**src/hdl/tspt_pkg.sv**
```systemverilog
// ----------------------------------------------------------------------------
// tspt_pkg: shared types and constants of the timestamped pending table
// Request and response payloads, table entry layout, opcodes, status codes,
// sequencer states and the compare unit interface.
// ----------------------------------------------------------------------------
package tspt_pkg;

	localparam int TABLE_DEPTH_DEF = 16;
	localparam int MAX_SWEEP_DEF   = 16;

	localparam logic [1:0] OP_PUSH  = 2'd0;
	localparam logic [1:0] OP_FIND  = 2'd1;
	localparam logic [1:0] OP_SWEEP = 2'd2;

	localparam logic [1:0] STAT_OK        = 2'd0;
	localparam logic [1:0] STAT_FULL      = 2'd1;
	localparam logic [1:0] STAT_NOT_FOUND = 2'd2;

	typedef struct packed {
		logic [1:0]  opcode;
		logic [19:0] key;
		logic [31:0] stamp_sec;
		logic [29:0] stamp_nsec;
		logic [4:0]  max_count;
	} req_t;

	typedef struct packed {
		logic        entry_valid;
		logic [19:0] out_key;
		logic [31:0] out_sec;
		logic [29:0] out_nsec;
		logic [1:0]  status;
		logic        last;
	} rsp_t;

	typedef struct packed {
		logic [19:0] key;
		logic [31:0] sec;
		logic [29:0] nsec;
	} entry_t;

	typedef enum logic {
		CMP_KEY,
		CMP_STAMP
	} cmp_mode_t;

	typedef struct packed {
		cmp_mode_t mode;
		entry_t    probe;
	} cmp_req_t;

	typedef enum logic [2:0] {
		S_IDLE,
		S_FIND,
		S_SHIFT,
		S_SWEEP,
		S_SWEEP_END,
		S_DONE
	} state_t;

	function automatic rsp_t make_rsp(input logic valid, input entry_t e,
		input logic [1:0] status, input logic last);
		rsp_t r;
		r.entry_valid = valid;
		r.out_key     = valid ? e.key  : 20'd0;
		r.out_sec     = valid ? e.sec  : 32'd0;
		r.out_nsec    = valid ? e.nsec : 30'd0;
		r.status      = status;
		r.last        = last;
		return r;
	endfunction

endpackage

```
**src/hdl/tspt_ram.sv**
```systemverilog
// ----------------------------------------------------------------------------
// tspt_ram: generic single-write, single-read RAM
// One write port and one read port; read data is registered.
// ----------------------------------------------------------------------------
module tspt_ram #(
	parameter int WIDTH = 8,
	parameter int DEPTH = 16
) (
	input  logic                     clk,
	input  logic                     we,
	input  logic [$clog2(DEPTH)-1:0] waddr,
	input  logic [WIDTH-1:0]         wdata,
	input  logic [$clog2(DEPTH)-1:0] raddr,
	output logic [WIDTH-1:0]         rdata
);

	logic [WIDTH-1:0] mem_q [DEPTH];

	always_ff @(posedge clk) begin
		if (we) begin
			mem_q[waddr] <= wdata;
		end
		rdata <= mem_q[raddr];
	end

endmodule

```
**src/hdl/tspt_cmp.sv**
```systemverilog
// ----------------------------------------------------------------------------
// tspt_cmp: shared compare unit
// Key equality for lookup, stamp at-or-before test for the expiry sweep.
// ----------------------------------------------------------------------------
module tspt_cmp (
	input  tspt_pkg::cmp_req_t query,
	input  tspt_pkg::entry_t   slot,
	output logic               hit
);
	import tspt_pkg::*;

	logic sec_lt;
	logic sec_eq;
	logic nsec_le;

	assign sec_lt  = slot.sec < query.probe.sec;
	assign sec_eq  = slot.sec == query.probe.sec;
	assign nsec_le = slot.nsec <= query.probe.nsec;

	always_comb begin
		case (query.mode)
			CMP_KEY:   hit = slot.key == query.probe.key;
			CMP_STAMP: hit = sec_lt || (sec_eq && nsec_le);
			default:   hit = 1'b0;
		endcase
	end

endmodule

```
**src/hdl/timestamped_pending_table.sv**
```systemverilog
// ----------------------------------------------------------------------------
// timestamped_pending_table: age-ordered table of pending requests
// Push, pop by key and expiry sweep over a RAM-backed table, one entry per
// cycle through a shared compare unit while the response channel does not stall.
// ----------------------------------------------------------------------------
// Usage:
//   req channel (req_valid/req_ready/req) takes one transaction at a time;
//   req_ready is high only while the sequencer is idle. rsp channel
//   (rsp_valid/rsp_ready/rsp) returns results from an output register, so a
//   new request is taken while the previous result still waits.
//   Push: the result loads in S_DONE, once the output register is free.
//   Pop by key: entries are visited from newest to the match, then each
//   younger entry moves down one slot to close the gap, then S_DONE.
//   Sweep: all stored entries are walked oldest first through the single
//   RAM read port, then S_SWEEP_END and S_DONE. Opcode 3 is dropped with
//   no result.
//   Reset empties the table at once (occupancy cleared, no RAM pass) and
//   drops any pending result.
//   A stalled receiver holds rsp; the sequencer then waits before loading
//   the next result and a sweep pauses in place without losing its read.
// ----------------------------------------------------------------------------
module timestamped_pending_table #(
	parameter int TABLE_DEPTH = tspt_pkg::TABLE_DEPTH_DEF,
	parameter int MAX_SWEEP   = tspt_pkg::MAX_SWEEP_DEF
) (
	input  logic           clk,
	input  logic           arst_n,
	input  logic           req_valid,
	output logic           req_ready,
	input  tspt_pkg::req_t req,
	output logic           rsp_valid,
	input  logic           rsp_ready,
	output tspt_pkg::rsp_t rsp
);
	import tspt_pkg::*;

	localparam int AW = $clog2(TABLE_DEPTH);
	localparam int CW = $clog2(TABLE_DEPTH + 1);
	localparam int SW = $clog2(MAX_SWEEP + 1);
	localparam int EW = $bits(entry_t);
	localparam logic [CW-1:0] FULL_OCC  = CW'(TABLE_DEPTH);
	localparam logic [SW-1:0] SWEEP_CAP = SW'(MAX_SWEEP);

	// sequencer and table bookkeeping
	state_t          state_q, state_d;
	logic [CW-1:0]   occ_q;
	logic [AW-1:0]   idx_q;
	logic [CW-1:0]   wr_q;
	logic [SW-1:0]   cnt_q;
	logic [SW-1:0]   limit_q;
	logic [1:0]      op_q;
	entry_t          qry_q;
	entry_t          hold_q;
	logic            hold_vld_q;
	rsp_t            fin_q;
	rsp_t            rsp_q;
	logic            rsp_valid_q;

	// RAM port and compare unit wiring
	logic [AW-1:0]   ram_raddr;
	logic            ram_we;
	logic [AW-1:0]   ram_waddr;
	entry_t          ram_wdata;
	logic [EW-1:0]   ram_rdata;
	entry_t          entry;
	cmp_req_t        cmp_req;
	logic            hit;

	logic            req_fire;
	logic            rsp_free;
	logic            take;
	logic            sweep_stall;
	logic            rsp_load;
	rsp_t            rsp_next;
	logic [CW:0]     idx_p1;
	logic [CW:0]     idx_p2;
	logic [CW:0]     occ_ext;
	logic            push_ok;
	logic [SW-1:0]   limit_in;

	tspt_ram #(
		.WIDTH (EW),
		.DEPTH (TABLE_DEPTH)
	) u_ram (
		.clk   (clk),
		.we    (ram_we),
		.waddr (ram_waddr),
		.wdata (ram_wdata),
		.raddr (ram_raddr),
		.rdata (ram_rdata)
	);

	assign entry   = entry_t'(ram_rdata);
	assign cmp_req = '{mode: ((op_q == OP_SWEEP) ? CMP_STAMP : CMP_KEY), probe: qry_q};

	tspt_cmp u_cmp (
		.query (cmp_req),
		.slot  (entry),
		.hit   (hit)
	);

	assign req_ready   = state_q == S_IDLE;
	assign req_fire    = req_valid && req_ready;
	assign rsp_valid   = rsp_valid_q;
	assign rsp         = rsp_q;
	assign rsp_free    = !rsp_valid_q || rsp_ready;
	assign idx_p1      = (CW + 1)'(idx_q) + (CW + 1)'(1);
	assign idx_p2      = (CW + 1)'(idx_q) + (CW + 1)'(2);
	assign occ_ext     = (CW + 1)'(occ_q);
	assign push_ok     = occ_q != FULL_OCC;
	// taken entries leave the table; the rest compact toward slot 0
	assign take        = (cnt_q < limit_q) && hit;
	// a second taken entry must flush the held one through rsp first
	assign sweep_stall = take && hold_vld_q && !rsp_free;
	assign limit_in    = (int'(req.max_count) > MAX_SWEEP) ? SWEEP_CAP
		: SW'(req.max_count);

	// next state
	always_comb begin
		state_d = state_q;
		case (state_q)
			S_IDLE: begin
				if (req_fire) begin
					case (req.opcode)
						OP_PUSH:  state_d = S_DONE;
						OP_FIND:  state_d = (occ_q == '0) ? S_DONE : S_FIND;
						OP_SWEEP: state_d = (occ_q == '0) ? S_SWEEP_END : S_SWEEP;
						default:  state_d = S_IDLE;
					endcase
				end
			end
			S_FIND: begin
				if (hit) begin
					state_d = (idx_p1 < occ_ext) ? S_SHIFT : S_DONE;
				end else if (idx_q == '0) begin
					state_d = S_DONE;
				end
			end
			S_SHIFT: begin
				if (idx_p2 >= occ_ext) begin
					state_d = S_DONE;
				end
			end
			S_SWEEP: begin
				if (!sweep_stall && idx_p1 == occ_ext) begin
					state_d = S_SWEEP_END;
				end
			end
			S_SWEEP_END: state_d = S_DONE;
			S_DONE: begin
				if (rsp_free) begin
					state_d = S_IDLE;
				end
			end
			default: state_d = S_IDLE;
		endcase
	end

	// RAM port and result register control
	always_comb begin
		ram_raddr = idx_q;
		ram_we    = 1'b0;
		ram_waddr = idx_q;
		ram_wdata = entry;
		rsp_load  = 1'b0;
		rsp_next  = fin_q;
		case (state_q)
			S_IDLE: begin
				// start the first read of a lookup or sweep right away
				ram_raddr = (req.opcode == OP_SWEEP) ? '0 : AW'(occ_q - CW'(1));
				if (req_fire && req.opcode == OP_PUSH && push_ok) begin
					ram_we          = 1'b1;
					ram_waddr       = occ_q[AW-1:0];
					ram_wdata.key   = req.key;
					ram_wdata.sec   = req.stamp_sec;
					ram_wdata.nsec  = req.stamp_nsec;
				end
			end
			S_FIND: begin
				ram_raddr = hit ? idx_p1[AW-1:0] : idx_q - AW'(1);
			end
			S_SHIFT: begin
				// move the younger neighbor down one slot, fetch the next
				ram_we    = 1'b1;
				ram_waddr = idx_q;
				ram_wdata = entry;
				ram_raddr = idx_p2[AW-1:0];
			end
			S_SWEEP: begin
				ram_raddr = sweep_stall ? idx_q : idx_p1[AW-1:0];
				if (!take) begin
					ram_we    = 1'b1;
					ram_waddr = wr_q[AW-1:0];
					ram_wdata = entry;
				end
				if (take && hold_vld_q && rsp_free) begin
					rsp_load = 1'b1;
					rsp_next = make_rsp(1'b1, hold_q, STAT_OK, 1'b0);
				end
			end
			S_DONE: begin
				rsp_load = rsp_free;
				rsp_next = fin_q;
			end
			default: begin
				rsp_load = 1'b0;
			end
		endcase
	end

	always_ff @(posedge clk or negedge arst_n) begin
		if (!arst_n) begin
			state_q     <= S_IDLE;
			occ_q       <= '0;
			idx_q       <= '0;
			wr_q        <= '0;
			cnt_q       <= '0;
			limit_q     <= '0;
			op_q        <= OP_PUSH;
			qry_q       <= '0;
			hold_q      <= '0;
			hold_vld_q  <= 1'b0;
			fin_q       <= '0;
			rsp_q       <= '0;
			rsp_valid_q <= 1'b0;
		end else begin
			state_q <= state_d;
			case (state_q)
				S_IDLE: begin
					if (req_fire) begin
						op_q       <= req.opcode;
						qry_q.key  <= req.key;
						qry_q.sec  <= req.stamp_sec;
						qry_q.nsec <= req.stamp_nsec;
						limit_q    <= limit_in;
						cnt_q      <= '0;
						wr_q       <= '0;
						hold_vld_q <= 1'b0;
						idx_q      <= (req.opcode == OP_SWEEP) ? '0
							: AW'(occ_q - CW'(1));
						case (req.opcode)
							OP_PUSH: begin
								if (push_ok) begin
									occ_q <= occ_q + CW'(1);
									fin_q <= make_rsp(1'b0, '0, STAT_OK, 1'b1);
								end else begin
									fin_q <= make_rsp(1'b0, '0, STAT_FULL, 1'b1);
								end
							end
							OP_FIND: begin
								fin_q <= make_rsp(1'b0, '0, STAT_NOT_FOUND, 1'b1);
							end
							default: begin
								fin_q <= make_rsp(1'b0, '0, STAT_OK, 1'b1);
							end
						endcase
					end
				end
				S_FIND: begin
					if (hit) begin
						fin_q <= make_rsp(1'b1, entry, STAT_OK, 1'b1);
						if (idx_p1 >= occ_ext) begin
							occ_q <= occ_q - CW'(1);
						end
					end else if (idx_q != '0) begin
						idx_q <= idx_q - AW'(1);
					end
				end
				S_SHIFT: begin
					if (idx_p2 < occ_ext) begin
						idx_q <= idx_q + AW'(1);
					end else begin
						occ_q <= occ_q - CW'(1);
					end
				end
				S_SWEEP: begin
					if (!sweep_stall) begin
						idx_q <= idx_q + AW'(1);
						if (take) begin
							hold_q     <= entry;
							hold_vld_q <= 1'b1;
							cnt_q      <= cnt_q + SW'(1);
						end else begin
							wr_q <= wr_q + CW'(1);
						end
					end
				end
				S_SWEEP_END: begin
					occ_q <= wr_q;
					// the held entry is the youngest one taken: mark it last
					fin_q <= hold_vld_q ? make_rsp(1'b1, hold_q, STAT_OK, 1'b1)
						: make_rsp(1'b0, '0, STAT_OK, 1'b1);
				end
				default: begin
					occ_q <= occ_q;
				end
			endcase
			// output register: load a result, or drop it once taken
			if (rsp_load) begin
				rsp_q       <= rsp_next;
				rsp_valid_q <= 1'b1;
			end else if (rsp_ready) begin
				rsp_valid_q <= 1'b0;
			end
		end
	end

`ifndef SYNTHESIS
	a_occ_bound: assert property (@(posedge clk) disable iff (!arst_n)
		occ_q <= FULL_OCC)
		else $error("occupancy above table depth");

	a_load_free: assert property (@(posedge clk) disable iff (!arst_n)
		rsp_load |-> (!rsp_valid_q || rsp_ready))
		else $error("result loaded over a pending result");

	a_sweep_ptrs: assert property (@(posedge clk) disable iff (!arst_n)
		(state_q == S_SWEEP) |-> (cnt_q <= limit_q && wr_q <= CW'(idx_q)))
		else $error("sweep count or compaction pointer out of range");

	a_push_grow: assert property (@(posedge clk) disable iff (!arst_n)
		(req_fire && req.opcode == OP_PUSH && push_ok)
		|=> occ_q == $past(occ_q) + CW'(1))
		else $error("push did not grow the table");
`endif

endmodule

```
**config.mk**
```make
export PLATFORM = sky130hd
export DESIGN_NAME = timestamped_pending_table
export DESIGN_NICKNAME = d
export VERILOG_FILES = /design/src/hdl/tspt_pkg.sv /design/src/hdl/tspt_ram.sv /design/src/hdl/tspt_cmp.sv /design/src/hdl/timestamped_pending_table.sv
export SDC_FILE = /design/constraint.sdc
export NUM_CORES = 2
export LEC_CHECK = 0
export ABC_AREA = 1
export BUFFER_PORTS_ARGS = -buffer_cell sky130_fd_sc_hd__clkbuf_2
export CORE_MARGIN = 10
export CORE_UTILIZATION = 45
export CTS_CLUSTER_SIZE = 16
export DETAILED_ROUTE_END_ITERATION = 12
export GPL_TIMING_DRIVEN = 0
export SLEW_MARGIN = 20
export SYNTH_ARGS = -nofsm -noshare
export SYNTH_HDL_FRONTEND = slang
export SYNTH_SLANG_ARGS = --single-unit
```
**constraint.sdc**
```tcl
create_clock -name clk -period 8.4 [get_ports clk]
set_clock_uncertainty 0.1 [all_clocks]
set_input_delay 1.26 -clock clk [delete_from_list [all_inputs] [get_ports clk]]
set_output_delay 1.26 -clock clk [all_outputs]
set_load 0.02 [all_outputs]
```
# Word level (Yosys, flattened, before mapping)
# Memory sizes are Yosys's and may differ from the RTL's. A register that Yosys moved wholly into a read port is not among the register bits.
# Cells that the tools add are included.
# W data, S select, Z words.
# word_totals
elab_cells	170
register_bits	367
ram_bits	1312
out_inout_bits	88
inputBits	93
mem_count	1
# mem_list
name	depth	word_bits	read_ports	rd_ports_with_merged_regs	write_ports	line	text
u_ram.mem_q	16	82	1	1	1	tspt_ram.sv:17	logic [WIDTH-1:0] mem_q [DEPTH];
# classes
magnitude_cmp	8
reduce_logical	32
mux	64
eq_ne	28
add_sub_neg	8
n_bitwise	2
# op_table
cell	count
$mux W86	5
$pmux W86 S3	1
$pmux W86 S2	1
$mux W82	2
$mux W5	12
$mux W4	10
$eq A32 B32 Y1	1
$lt A32 B32 Y1	1
$pmux W4 S4	2
$le A30 B30 Y1	1
$mux W3	9
$ne A2 B2 Y1 const B	12
$eq A20 B20 Y1	1
$pmux W5 S2	2
$pmux W5 S4	1
$pmux W3 S6	1
$add A5 B1 Y5 const B	3
$lt A5 B5 Y1	3
$reduce_bool A4 Y1	3
$mux W1	11
$ge A5 B5 Y1	2
$logic_and A1 B1 Y1	9
$pmux W3 S3	1
$pmux W4 S2	1
other kinds (33)	47

# Logic depth before layout (Yosys ltp)
# logic_depth
word_depth	11
depth_mapped	29
depth_no_buf	27

# Modules after synthesis
# From an unflattened synthesis, not the netlist that was laid out.
# unflattened
cells_unflattened	8133
area_unflattened_um2	78383.9
# by_module_without_submodules
mod	cells_each	seq_area_each_um2	n_inst	area_per_inst_um2
tspt_ram	5386	41039.4	1	58063.2
timestamped_pending_table	2403	9183.8	1	18325.1
tspt_cmp	344	0.0	1	1995.7

# Worst setup path after synthesis
# Ideal clock, no wire load.
# synth_path
kind	register to register
startpoint	register qry_q, in the netlist cmp_req[21]
endpoint	memory u_ram.mem_q[13][0] in the netlist's numbering (enable)
path_stages_with_launch	19
period_less_slack_ns	6.335
n_path_buf	0
setup_ns	0.523
t_arrival_ns	5.711
setup_slack_ns	2.065
cell_sequence	dfrtp_1 -> inv_1 -> ha_1 -> nand2_1 -> nor2_2 -> nand4_1 -> nor2_2 -> nand3_1 -> nand2_1 -> nand2_1 -> nand2_1 -> nand2_2 -> a21boi_1 -> inv_1 -> a21oi_1 -> o21ai_0 -> a22oi_1 -> nand2_1 -> nor2_1
# synth_between
elab_chain_len	9
# synth_rtl
element	line	text
start: declaration	timestamped_pending_table.sv:52	entry_t qry_q;
$le A30 B30 Y1 *	tspt_cmp.sv:18	assign nsec_le = slot.nsec <= query.probe.nsec;
$logic_and A1 B1 Y1 *	tspt_cmp.sv:23	CMP_STAMP: hit = sec_lt || (sec_eq && nsec_le);
$logic_or A1 B1 Y1 *	tspt_cmp.sv:23	
$pmux W1 S2 *	tspt_cmp.sv:21	case (query.mode)
$logic_and A1 B1 Y1 *	timestamped_pending_table.sv:112	assign take = (cnt_q < limit_q) && hit;
$mux W1	timestamped_pending_table.sv:191	if (!take) begin
$pmux W1 S3	timestamped_pending_table.sv:167	case (state_q)
$mux W1	tspt_ram.sv:20	if (we) begin
$mux W1 (implied by the code)	tspt_ram.sv:21	mem_q[waddr] <= wdata;
end: declaration	tspt_ram.sv:17	
# Every way passes the cells marked *; elsewhere a longest branch is shown, timed or not.

# Worst setup path in the final report
# layout_path
startpoint	register qry_q, in the netlist cmp_req[67]
endpoint	memory u_ram.mem_q[13][56] in the netlist's numbering (enable)
# layout_between
elab_chain_len	7
# layout_rtl
element	line	text
$eq A20 B20 Y1 *	tspt_cmp.sv:22	CMP_KEY: hit = slot.key == query.probe.key;
$pmux W1 S2 *	tspt_cmp.sv:21	
$logic_and A1 B1 Y1 *	timestamped_pending_table.sv:112	
$mux W1	timestamped_pending_table.sv:191	
$pmux W1 S3	timestamped_pending_table.sv:167	
$mux W1	tspt_ram.sv:20	
$mux W1 (implied by the code)	tspt_ram.sv:21	
# Marks and branches as above.

==> results.toml <==
[cts]
clock_tree_from_tritoncts = "yes"
worstSkewPairLatency_ns = 0.84
clk_sink_count = 1761
cts-htree-levels = 4
cts_buffers = 180
cts_max_path_buffers = 3
cts_setup_buffers = 0
clock-root-buffer = "clkbuf_16"
cts_resized = 0
cts_hold_buffers = 0
cts.reportedPaths.clkPinSlew_ns = 0.06

[logic_synthesis]
ys_types = 54
synth_top_family_by_area = "simple AND/OR/NAND/NOR gates"
prevailing_post_synth_register_cell = "edfxtp_1"
synth.net_count = 7639
synth-simple-area-share = 0.227
yosys_register_bits = 1761
synth_enable_flop_cells = 1312
muxShareOfSynthArea = 0.000149
synth_seq_area_share = 0.662
synth_area_um2 = 75800
synth-compound-area-share = 0.0405
synthCells = 7461
postSynth.asyncResetShare = 0.208
synth-adder-area-share = 0.0140
synthesis.yosys.warnings = 0
post_synth.cell_area_avg_um2 = 10.2
post_synth_xor_area_fraction = 0.00208

[place]
number_of_cells_after_detailed_placement = 9973
buffer_ports.inserted = 180
globalplace.congestion = 0.898
dpl.hpwl_um = 175000

[floorplanning]
initial_cell_density_of_the_core = 0.453
num_io_pins = 181
chipWidth_um = 430
die_h_um = 430
design.die.area_um2 = 185000
std_cell_rows = 150
design.core.area_um2 = 167000

[setup_path]
slowest_stage_cell_on_the_critical_path = "nor4_1"
rr_startpoint = "cmp_req[67]$_DFFE_PN0P_"
cp_slowest_stage_delay_ns = 0.88
crit_path_frequent_cell = "buf_16"
timing.critical_path.required_ns = 8.82
rrSetupSlack_ns = 2.24
timing.critical_path.arrival_ns = 6.58
cp_cell_sequence = "xnor2_1 -> nand4_1 -> nor4_1 -> nand3_2 -> a21boi_1 -> inv_1 -> a21oi_1 -> o21ai_0 -> a22oi_1 -> nand2_1 -> nor2_4 -> buf_16 -> buf_16 -> buf_12"
r2r_cells = 14
worst_setup_path_start_kind = "flip-flop"
worstSetupPathType = "reg -> reg"
worst_r2r_endpoint = "u_ram.mem_q[13][56]$_DFFE_PP_"
endpoint_kind = "flip-flop"
critical_path_peak_fanout = 22

[global_route]
all_layer_gr_usage = 0.258
gr_peak_layer = "met2"
number_of_global_route_vias_before_repair = 54500
grt_first_pass_wirelength_um = 357000
pin_count_of_the_biggest_net_entering_global_routing = 86
use_met3 = 0.0470
initial_antenna_violation_count = 17
global_route_met1_utilization = 0.332
final_global_route_overflow_total = 0
met2_capacity_usage_during_global_routing = 0.419

[layout]
final_cells = 10300
final_core_utilization = 0.525
layout.cells.most_common = "nand2_1"
num-nets-final = 8129
number_of_inserted_filler_cells_in_the_final_layout = 14700
flow.area_growth_from_synthesis_pct = 15.9
drive_gt1_frac = 0.123
most-common-layout-cells = "nand2_1, edfxtp_1, nand3_1"

[sta]
min_period_ns = 6.16
grt_setup_unrepaired = "no"
timing.max_slew.rel_slack = 0.247
tightestPinTransition_ns = 1.13
layout_worst_path_cycle_share = 0.733
hold_viol = 0
setup_violations = 0
fmax_mhz = 162
slew_violations = 0

[routing]
finalWirelength_um = 244000
detail_route.drc_violations = 0
antenna_left = 0
route.detailed.vias_per_inst = 5.47
dr.first_iter.drc_count = 6056
drt-pass1-iter-count = 6
route.detailed.wl_per_inst_um = 23.7
vias = 56400

[pwr]
total_power_mw = 40.0
ir_drop_uv = 314
powerDensity_nw_per_um2 = 455
cellLeakagePower_nw = 36.7

[flow_run]
cap_viol_max_count = 0

[run_status]
status = "complete, no violations"

[hold_path]
class_of_the_tightest_hold_or_removal_check = "in -> async"
-- power breakdown --
group | switching, mW | internal [mW] | leakage (nW) | total (mW)
registers | 0.581 | 11.7 | 17.4 | 12.3
clock network | 3.44 | 4.35 | 2.78 | 7.79
logic | 14.5 | 5.45 | 16.6 | 19.9
-- critical path, delay by kind of cell (launching register included) --
kind            cells  cell delay (ns)
simple gates        5             2.51
compound gates      4             1.27
buf+inv             4             0.88
flops               1             0.40
xor+xnor            1             0.60
-- stage by stage --
stage	setup WS (ns)	cell area, µm²	hold slack, ns	setup TNS [ns]
floorplan	2.07	75800	0.340	0
global placement	-3.32	79500	0.355	-4731.44
detailed placement	2.29	82100	0.361	0
CTS	2.24	87800	0.228	0
global route	2.14	87800	0.270	0
finish	2.24	87900	0.270	0
-- per-layer routing --
metal	vias up	part of all wire
met5	-	0.00011
met4	4	0.050
met3	440	0.079
met2	2349	0.47
met1	27400	0.40
li1	26200	-
-- synth_stat cells (12+ instances only) --
| library cell | instances | area, µm² |
|---|---|---|
| a21oi_1 | 41 | 205 |
| buf_1 | 21 | 78.8 |
| buf_2 | 273 | 1370 |
| buf_4 | 30 | 225 |
| clkbuf_1 | 128 | 480 |
| dfrtp_1 | 367 | 9180 |
| dfxtp_1 | 82 | 1640 |
| edfxtp_1 | 1312 | 39400 |
| ha_1 | 85 | 1060 |
| inv_1 | 476 | 1790 |
| nand2_1 | 2749 | 10300 |
| nand3_1 | 1262 | 6320 |
| nor2_1 | 69 | 259 |
| nor3_1 | 12 | 60.1 |
| o211ai_1 | 89 | 668 |
| o21ai_0 | 274 | 1370 |
| o22ai_1 | 87 | 544 |
-- worst max path at each step --
stage                     depth (start not counted)                            end  slack [ns]                    start
after floorplan                                  18   u_ram.mem_q[13][0]$_DFFE_PP_        2.07  cmp_req[21]$_DFFE_PN0P_
after global placement                           18   u_ram.mem_q[9][53]$_DFFE_PP_       -3.32  cmp_req[29]$_DFFE_PN0P_
after detailed placement                         14  u_ram.mem_q[13][56]$_DFFE_PP_        2.29  cmp_req[67]$_DFFE_PN0P_
after CTS                                        14  u_ram.mem_q[13][56]$_DFFE_PP_        2.24  cmp_req[67]$_DFFE_PN0P_
after global routing                             21   u_ram.mem_q[4][48]$_DFFE_PP_        2.14  cmp_req[29]$_DFFE_PN0P_
final                                            14  u_ram.mem_q[13][56]$_DFFE_PP_        2.24  cmp_req[67]$_DFFE_PN0P_
-- sequential cells by signal, indices dropped and copies added, names as in the netlist --
register	flops
cmp_req	82
cnt_q	5
fin_q	86
hold_q	82
hold_vld_q	1
idx_q	4
limit_q	5
occ_q	5
op_q	2
rsp	86
rsp_valid	1
state_q	3
u_ram.mem_q	1312
u_ram.rdata	82
wr_q	5
-- cells by family after synthesis --
family | Yosys count
AOI/OAI and AO/OA | 525
adders and majority gates | 85
xor gates and xnor gates | 18
DFF | 1761
buffers and inverters | 945
muxes | 1
and+or+nand+nor | 4126
-- final cells by class --
| type | instances | area, µm² | area share |
|---|---|---|---|
| antenna | 14 | 35.0 | 0.000399 |
| buffer | 462 | 2280 | 0.0260 |
| clock buffer | 255 | 5080 | 0.0578 |
| clock inverter | 77 | 619 | 0.00705 |
| inverter | 483 | 1810 | 0.0206 |
| multi-input combinational | 4755 | 21900 | 0.249 |
| sequential | 1761 | 50200 | 0.572 |
| tap | 2204 | 2760 | 0.0314 |
| timing repair buffer | 308 | 3180 | 0.0362 |
No activity file was read; power rests on OpenSTA's default activity.
